$ cat src/hw/rtl/bsfb_pkg.sv
`timescale 1ns / 1ps

package bsfb_pkg;

  localparam logic [7:0] FLAG_BYTE  = 8'h6E;
  localparam logic [7:0] ESC_BYTE   = 8'h1B;
  localparam logic [7:0] STUFF_LEAD = 8'h00;
  localparam logic [7:0] ADDR_RESET = 8'h30;

  localparam int unsigned CFG_IDX_W = 2;

  typedef enum logic [CFG_IDX_W-1:0] {
    REG_DEST_ADDR = 2'd0,
    REG_SRC_ADDR  = 2'd1,
    REG_FCS_BYTE  = 2'd2
  } cfg_reg_e;

  typedef enum logic [2:0] {
    ST_COLLECT,
    ST_FLAG,
    ST_DEST,
    ST_SRC,
    ST_PAYLOAD,
    ST_ESC,
    ST_FCS
  } seq_state_e;

  typedef struct packed {
    logic [7:0] line_byte;
    logic       done;
  } stuff_res_t;

endpackage

$ cat src/hw/rtl/bsfb_payload_ram.sv
`timescale 1ns / 1ps

module bsfb_payload_ram #(
  parameter int unsigned DEPTH  = 13,
  parameter int unsigned ADDR_W = 4
) (
  input  logic              clk_i,
  input  logic              we_i,
  input  logic [ADDR_W-1:0] waddr_i,
  input  logic [7:0]        wdata_i,
  input  logic              re_i,
  input  logic [ADDR_W-1:0] raddr_i,
  output logic [7:0]        rdata_o
);

  logic [7:0] mem_q [DEPTH];
  logic [7:0] rdata_q;

  always_ff @(posedge clk_i) begin
    if (we_i) begin
      mem_q[waddr_i] <= wdata_i;
    end
  end

  always_ff @(posedge clk_i) begin
    if (re_i) begin
      rdata_q <= mem_q[raddr_i];
    end
  end

  assign rdata_o = rdata_q;

endmodule

$ cat src/hw/rtl/bsfb_stuffer.sv
`timescale 1ns / 1ps

module bsfb_stuffer import bsfb_pkg::*; (
  input  logic [7:0] byte_i,
  input  logic       half_i,
  output stuff_res_t res_o
);

  logic is_flag;

  assign is_flag = (byte_i == FLAG_BYTE);

  always_comb begin
    if (is_flag) begin
      res_o.line_byte = half_i ? ESC_BYTE : STUFF_LEAD;
      res_o.done      = half_i;
    end else begin
      res_o.line_byte = byte_i;
      res_o.done      = 1'b1;
    end
  end

endmodule

$ cat src/hw/rtl/bsfb_seq.sv
`timescale 1ns / 1ps

module bsfb_seq import bsfb_pkg::*; #(
  parameter int unsigned DEPTH  = 13,
  parameter int unsigned ADDR_W = 4
) (
  input  logic              clk_i,
  input  logic              rst_ni,
  input  logic              s_valid_i,
  output logic              s_ready_o,
  input  logic [7:0]        s_byte_i,
  input  logic [7:0]        dest_i,
  input  logic [7:0]        src_i,
  input  logic [7:0]        fcs_i,
  output logic              ram_we_o,
  output logic [ADDR_W-1:0] ram_waddr_o,
  output logic [7:0]        ram_wdata_o,
  output logic              ram_re_o,
  output logic [ADDR_W-1:0] ram_raddr_o,
  input  logic [7:0]        ram_rdata_i,
  output logic [7:0]        stf_byte_o,
  output logic              stf_half_o,
  input  stuff_res_t        stf_res_i,
  output logic              m_valid_o,
  input  logic              m_ready_i,
  output logic [7:0]        m_byte_o,
  output logic              m_last_o
);

  localparam logic [ADDR_W-1:0] LAST_IDX = ADDR_W'(DEPTH - 1);

  seq_state_e        state_q, state_d;
  logic [ADDR_W-1:0] fill_q, fill_d;
  logic [ADDR_W-1:0] idx_q, idx_d;
  logic              half_q, half_d;
  logic              out_valid_q, out_valid_d;
  logic [7:0]        out_byte_q, out_byte_d;
  logic              out_last_q, out_last_d;
  logic              advance;
  logic              load;
  logic [7:0]        ld_byte;
  logic              ld_last;

  always_ff @(posedge clk_i or negedge rst_ni) begin
    if (!rst_ni) begin
      state_q     <= ST_COLLECT;
      fill_q      <= '0;
      idx_q       <= '0;
      half_q      <= 1'b0;
      out_valid_q <= 1'b0;
      out_last_q  <= 1'b0;
    end else begin
      state_q     <= state_d;
      fill_q      <= fill_d;
      idx_q       <= idx_d;
      half_q      <= half_d;
      out_valid_q <= out_valid_d;
      out_last_q  <= out_last_d;
    end
  end

  always_ff @(posedge clk_i) begin
    out_byte_q <= out_byte_d;
  end

  assign advance     = !out_valid_q || m_ready_i;
  assign s_ready_o   = (state_q == ST_COLLECT);
  assign ram_waddr_o = fill_q;
  assign ram_wdata_o = s_byte_i;
  assign stf_half_o  = half_q;

  always_comb begin
    case (state_q)
      ST_DEST: stf_byte_o = dest_i;
      ST_SRC:  stf_byte_o = src_i;
      default: stf_byte_o = ram_rdata_i;
    endcase
  end

  always_comb begin
    state_d     = state_q;
    fill_d      = fill_q;
    idx_d       = idx_q;
    half_d      = half_q;
    ram_we_o    = 1'b0;
    ram_re_o    = 1'b0;
    ram_raddr_o = idx_q;
    load        = 1'b0;
    ld_byte     = stf_res_i.line_byte;
    ld_last     = 1'b0;

    case (state_q)
      ST_COLLECT: begin
        if (s_valid_i) begin
          ram_we_o = 1'b1;
          if (fill_q == LAST_IDX) begin
            fill_d  = '0;
            state_d = ST_FLAG;
          end else begin
            fill_d = fill_q + 1'b1;
          end
        end
      end
      ST_FLAG: begin
        if (advance) begin
          load    = 1'b1;
          ld_byte = FLAG_BYTE;
          half_d  = 1'b0;
          state_d = ST_DEST;
        end
      end
      ST_DEST: begin
        if (advance) begin
          load   = 1'b1;
          half_d = !stf_res_i.done;
          if (stf_res_i.done) begin
            state_d = ST_SRC;
          end
        end
      end
      ST_SRC: begin
        if (advance) begin
          load   = 1'b1;
          half_d = !stf_res_i.done;
          if (stf_res_i.done) begin
            ram_re_o    = 1'b1;
            ram_raddr_o = '0;
            idx_d       = '0;
            state_d     = ST_PAYLOAD;
          end
        end
      end
      ST_PAYLOAD: begin
        if (advance) begin
          load   = 1'b1;
          half_d = !stf_res_i.done;
          if (stf_res_i.done) begin
            if (idx_q == LAST_IDX) begin
              state_d = ST_ESC;
            end else begin
              idx_d       = idx_q + 1'b1;
              ram_re_o    = 1'b1;
              ram_raddr_o = idx_q + 1'b1;
            end
          end
        end
      end
      ST_ESC: begin
        if (advance) begin
          load    = 1'b1;
          ld_byte = ESC_BYTE;
          state_d = ST_FCS;
        end
      end
      ST_FCS: begin
        if (advance) begin
          load    = 1'b1;
          ld_byte = fcs_i;
          ld_last = 1'b1;
          state_d = ST_COLLECT;
        end
      end
      default: begin
        state_d = ST_COLLECT;
      end
    endcase

    out_valid_d = out_valid_q;
    out_byte_d  = out_byte_q;
    out_last_d  = out_last_q;
    if (advance) begin
      out_valid_d = load;
      if (load) begin
        out_byte_d = ld_byte;
        out_last_d = ld_last;
      end
    end
  end

  assign m_valid_o = out_valid_q;
  assign m_byte_o  = out_byte_q;
  assign m_last_o  = out_last_q;

endmodule

$ cat src/hw/rtl/byte_stuffing_frame_builder_core.sv
`timescale 1ns / 1ps

// Byte-stuffing frame builder. Each payload transaction on the slave side is
// written to the payload memory. The transaction that completes PAYLOAD_BYTES
// bytes starts a frame: flag 0x6E, destination, source, payload, escape 0x1B
// and the FCS byte (tlast), with every 0x6E among destination, source and
// payload sent as 0x00 0x1B. The frame, PAYLOAD_BYTES + 5 to 2 * PAYLOAD_BYTES
// + 7 bytes long, leaves through an output register at one byte per cycle
// while the master side is ready. The sequencer walks the payload memory one
// entry at a time and holds s_axis_tready low from the final payload byte
// until the FCS byte is in the output register.
// Configuration writes (index 0 destination, 1 source, 2 FCS) are always
// ready and should be made while no frame is in flight.
module byte_stuffing_frame_builder_core import bsfb_pkg::*; #(
  parameter int unsigned PAYLOAD_BYTES = 13
) (
  input  logic                 clk_i,
  input  logic                 rst_ni,
  input  logic                 s_axis_tvalid,
  output logic                 s_axis_tready,
  input  logic [7:0]           s_axis_tdata,  // [7:0] data_byte
  output logic                 m_axis_tvalid,
  input  logic                 m_axis_tready,
  output logic [7:0]           m_axis_tdata,  // [7:0] out_byte
  output logic                 m_axis_tlast,
  input  logic                 cfg_valid_i,
  output logic                 cfg_ready_o,
  input  logic [CFG_IDX_W-1:0] cfg_index_i,
  input  logic [7:0]           cfg_data_i
);

  localparam int unsigned ADDR_W = (PAYLOAD_BYTES > 1) ? $clog2(PAYLOAD_BYTES) : 1;

  logic [7:0]        dest_q, src_q, fcs_q;
  logic              ram_we, ram_re;
  logic [ADDR_W-1:0] ram_waddr, ram_raddr;
  logic [7:0]        ram_wdata, ram_rdata;
  logic [7:0]        stf_byte;
  logic              stf_half;
  stuff_res_t        stf_res;

  assign cfg_ready_o = 1'b1;

  always_ff @(posedge clk_i or negedge rst_ni) begin
    if (!rst_ni) begin
      dest_q <= ADDR_RESET;
      src_q  <= ADDR_RESET;
      fcs_q  <= ADDR_RESET;
    end else if (cfg_valid_i) begin
      case (cfg_index_i)
        REG_DEST_ADDR: dest_q <= cfg_data_i;
        REG_SRC_ADDR:  src_q  <= cfg_data_i;
        REG_FCS_BYTE:  fcs_q  <= cfg_data_i;
        default: ;
      endcase
    end
  end

  bsfb_payload_ram #(
    .DEPTH  (PAYLOAD_BYTES),
    .ADDR_W (ADDR_W)
  ) u_ram (
    .clk_i   (clk_i),
    .we_i    (ram_we),
    .waddr_i (ram_waddr),
    .wdata_i (ram_wdata),
    .re_i    (ram_re),
    .raddr_i (ram_raddr),
    .rdata_o (ram_rdata)
  );

  bsfb_stuffer u_stuffer (
    .byte_i (stf_byte),
    .half_i (stf_half),
    .res_o  (stf_res)
  );

  bsfb_seq #(
    .DEPTH  (PAYLOAD_BYTES),
    .ADDR_W (ADDR_W)
  ) u_seq (
    .clk_i       (clk_i),
    .rst_ni      (rst_ni),
    .s_valid_i   (s_axis_tvalid),
    .s_ready_o   (s_axis_tready),
    .s_byte_i    (s_axis_tdata),
    .dest_i      (dest_q),
    .src_i       (src_q),
    .fcs_i       (fcs_q),
    .ram_we_o    (ram_we),
    .ram_waddr_o (ram_waddr),
    .ram_wdata_o (ram_wdata),
    .ram_re_o    (ram_re),
    .ram_raddr_o (ram_raddr),
    .ram_rdata_i (ram_rdata),
    .stf_byte_o  (stf_byte),
    .stf_half_o  (stf_half),
    .stf_res_i   (stf_res),
    .m_valid_o   (m_axis_tvalid),
    .m_ready_i   (m_axis_tready),
    .m_byte_o    (m_axis_tdata),
    .m_last_o    (m_axis_tlast)
  );

endmodule

$ cat config.mk
export PLATFORM = sky130hd
export DESIGN_NAME = byte_stuffing_frame_builder_core
export DESIGN_NICKNAME = d
export VERILOG_FILES = /design/src/hw/rtl/bsfb_pkg.sv /design/src/hw/rtl/bsfb_payload_ram.sv /design/src/hw/rtl/bsfb_stuffer.sv /design/src/hw/rtl/bsfb_seq.sv /design/src/hw/rtl/byte_stuffing_frame_builder_core.sv
export SDC_FILE = /design/constraint.sdc
export NUM_CORES = 1
export LEC_CHECK = 0
export ABC_CLOCK_PERIOD_IN_PS = 6400
export BUFFER_PORTS_ARGS = -buffer_cell sky130_fd_sc_hd__buf_4
export CORE_AREA = 2 2 117 119
export DETAILED_ROUTE_END_ITERATION = 7
export DIE_AREA = 0 0 119 121
export GPL_ROUTABILITY_DRIVEN = 0
export GPL_TIMING_DRIVEN = 0
export PLACE_DENSITY_LB_ADDON = 0.12
export SYNTH_ARGS = -nofsm -noshare
export SYNTH_HDL_FRONTEND = slang
export SYNTH_SLANG_ARGS = --single-unit
$ cat constraint.sdc
create_clock -name clk_i -period 6.4 [get_ports clk_i]
set_input_delay 1.6 -clock clk_i [delete_from_list [all_inputs] [get_ports clk_i]]
set_output_delay 1.6 -clock clk_i [all_outputs]
set_load 0.01 [all_outputs]
==> results.py <==
metrics = {
    "timing": {
        "final-setup-viol-count": 0,
        "slew_violations": 0,
        "setup_tns_ns": 0,
        "hold_violations": 0,
        "fmax_ghz": 0.264,
        "post-route-min-period_ns": 3.78,
        "rsz0062_at_grt": "no",
        "tightest_slew_ns": 1.30,
        "fin_skew_ns": 0.00783,
        "relSlewSlack_pct": 13.3,
        "timing.final.crit_share_pct": 59.1,
    },
    "setup_path": {
        "end_kind": "output port",
        "crit_family": "simple AND/OR/NAND/NOR gates",
        "critPathBufInv": 3,
        "worstPathCellList": "buf_6 > clkbuf_1 > nor3_1 > buf_4",
        "crit_cells": 4,
        "worstSetupPathType": "reg -> out",
        "critPathRequiredTime_ns": 4.80,
        "arrival_ns": 2.18,
        "timing.rr.start": "u_seq.state_q[2]",
        "r2r_end": "u_ram.rdata_o[4]",
        "regToRegSetupSlack_ns": 2.64,
        "reg2regPathDepth": 12,
        "cp_slowest_cell": "nor3_1",
        "crit_path_max_incr_delay_ns": 0.78,
        "critPathMaxFanout": 10,
        "cp-start-kind": "register",
    },
    "placement": {
        "io_buffers": 33,
        "numPlacedInstances": 729,
        "dp_hpwl_um": 11100,
    },
    "logic_synthesis": {
        "synth-main-ff-cell": "edfxtp_1",
        "yosysUniqueCellTypes": 60,
        "synthesis.area_um2": 7130,
        "synth_nets": 549,
        "ys_ff_latch": 158,
        "yosys_warnings": 0,
        "syn_inst": 520,
        "async_flop_share_pct": 24.1,
        "synth-edff-count": 120,
        "avgSynthCellArea_um2": 13.7,
        "ys_seq_area_share_pct": 63.9,
    },
    "route": {
        "ant_nets": 0,
        "via_per_inst": 6.17,
        "drc": 0,
        "drt_iter0_drc": 492,
        "routed_wl_um": 16000,
        "drt_pass1_iterations": 7,
        "vias": 4693,
        "wl_per_cell_um": 21.0,
    },
    "grt": {
        "grtUsageTotal_pct": 23.4,
        "grt_start_max_net_pins": 39,
        "grt_pass1_vias": 4531,
        "grt_pass1_wl_um": 25200,
        "grt-ovfl-total": 0,
        "antenna_found_initial": 0,
    },
    "cts": {
        "htree_levels": 4,
        "postCtsResizedCells": 0,
        "clk_path_buf_depth": 2,
        "cts_tree": "yes",
        "root_buffer": "clkbuf_16",
        "clock-sinks": 158,
        "clk_pin_slew_ns": 0.06,
        "cts_setup_buffers": 0,
        "clk_latency_ns": 0.42,
        "cts_hold_buffers": 0,
        "cts-buffers-inserted": 17,
    },
    "layout": {
        "fin_nets": 601,
        "syn_to_final_growth_pct": 14.7,
        "finalNonFillerCells": 761,
        "layout-drive-gt1-share_pct": 22.7,
        "n_antenna_cell": 0,
    },
    "floorplanning": {
        "fp.coreArea_um2": 13100,
        "dieWidth_um": 119,
        "fp.dieH_um": 121,
        "rows": 42,
        "initial_core_util_pct": 54.5,
        "die-area_um2": 14400,
        "ios": 35,
    },
    "status": {
        "status": "finished clean",
    },
    "worst_hold_path": {
        "hold_path_startpoint": "dest_q[7]",
        "hold_depth": 1,
        "worstHoldEndpoint": "dest_q[7]",
        "hp-class": "reg -> reg",
    },
    "power": {
        "p_per_area_nw_per_um2": 445,
        "total_leakage_power_nw": 2.94,
        "ir_worst_vdd_uv": 212,
    },
    "flow_run": {
        "maxCapViolations": 0,
    },
}
registers in the layout, summed over array words and instances, names as in the netlist, 3 cells and up:
name / cells
dest_q: 8
u_ram.rdata_o: 8
u_seq.state_q: 3
u_ram.mem_q: 104
u_seq.m_byte_o: 8
u_seq.ram_waddr_o: 4
src_q: 8
u_seq.idx_q: 4
fcs_q: 8
cells in the mapped netlist, types with 2 or more instances:
| library cell | number | area share (%) |
|---|---|---|
| a221oi_1 | 8 | 0.98 |
| buf_4 | 4 | 0.42 |
| nand2_1 | 30 | 1.6 |
| nand3_1 | 39 | 2.7 |
| mux2i_1 | 23 | 3.2 |
| inv_1 | 10 | 0.53 |
| a21oi_1 | 25 | 1.8 |
| o21a_1 | 2 | 0.21 |
| o21bai_1 | 3 | 0.32 |
| edfxtp_1 | 120 | 51 |
| and3_1 | 13 | 1.1 |
| and2_1 | 10 | 0.88 |
| dfrtp_1 | 32 | 11 |
| a221oi_2 | 8 | 1.7 |
| o211ai_1 | 3 | 0.32 |
| nor2b_1 | 3 | 0.26 |
| buf_2 | 8 | 0.56 |
| a22oi_1 | 4 | 0.42 |
| clkbuf_1 | 14 | 0.74 |
| nand3b_1 | 2 | 0.21 |
| nor2_1 | 14 | 0.74 |
| nor3_1 | 7 | 0.49 |
| o21ai_0 | 33 | 2.3 |
| mux2_2 | 31 | 4.9 |
| a21o_1 | 9 | 0.95 |
| o31ai_1 | 2 | 0.21 |
| dfstp_2 | 6 | 2.2 |
| mux2_4 | 2 | 0.42 |
| buf_6 | 4 | 0.63 |
| o22ai_1 | 5 | 0.44 |
| nor3b_1 | 2 | 0.21 |
| ha_1 | 6 | 1.1 |
| a22o_1 | 3 | 0.37 |
| o32a_1 | 9 | 1.3 |
worst max path at each step:
stage	start	endpoint	slack (ns)
detailed placement	m_axis_tready	u_ram.rdata_o[6]	2.30
floorplan	m_axis_tready	u_ram.rdata_o[0]	2.91
global placement	m_axis_tready	u_ram.rdata_o[6]	2.30
CTS	u_seq.state_q[0]	u_ram.rdata_o[4]	2.65
finish	u_seq.state_q[0]	s_axis_tready	2.62
global route	u_seq.state_q[1]	u_ram.rdata_o[4]	2.47
kinds of logic after synthesis:
logic type	after synthesis	share of synthesized area [%]
flip-flops	158	63.9
AND/OR/NAND/NOR	129	9.45
multiplexers	57	8.70
other	1	0.0526
AO/OA/AOI/OAI	126	13.5
adder cells (fa/ha/maj)	6	1.05
buffers and inverters	43	3.30
cell usage in the layout (no fill, tap or decap), types with 4 or more instances in the layout:
master,count
buf_2,8
buf_4,37
ha_1,6
edfxtp_1,120
nor2_1,14
a22oi_1,4
clkinv_1,4
dfstp_2,6
a221oi_1,8
nand3_1,39
a221oi_2,8
nand2_1,30
nor3_1,7
mux2i_1,23
o21ai_0,33
a21oi_1,25
buf_6,4
o32a_1,9
clkbuf_1,16
and2_1,10
dfrtp_1,32
mux2_2,31
clkbuf_16,17
o22ai_1,5
and3_1,13
a21o_1,9
inv_1,10
cell type report:
cell class / count / area [um2]
fillers: 1005 / 4900
flip-flops and latches: 158 / 4560
multi-input cells: 319 / 2340
clock buffers: 19 / 433
repair buffers: 33 / 248
well taps: 176 / 220
plain buffers: 31 / 188
clock inverters: 13 / 145
inverters: 12 / 47.5
through the flow:
step | total power [W] | hold slack (ns) | area, um2 | utilization, % | worst slack [ns]
finish | 0.00364 | 0.509 | 8180 | 62.5 | 2.62
global route | 0.00382 | 0.525 | 8180 | 62.5 | 2.47
CTS | 0.00365 | 0.507 | 8180 | 62.5 | 2.65
detailed placement | 0.00266 | 0.494 | 7600 | 58.1 | 2.30
global placement | 0.00262 | 0.483 | 7600 | 58.1 | 2.30
floorplan | 0.00225 | 0.473 | 7130 | - | 2.91
report_power, final:
group          leakage [nW]  total [W]  switching, W  internal, W
registers              1.54    0.00137     0.0000749      0.00129
logic                  1.12    0.00129      0.000771     0.000515
clock network         0.281   0.000990      0.000383     0.000607
routing by layer:
metal	routed length, um	global-route usage [%]	share of wire, %
met2	7510	35.9	47
met3	935	4.28	5.8
met4	230	7.44	1.4
met5	0	0	0
met1	7340	34.2	46
Power figures use the tool's default switching activity.
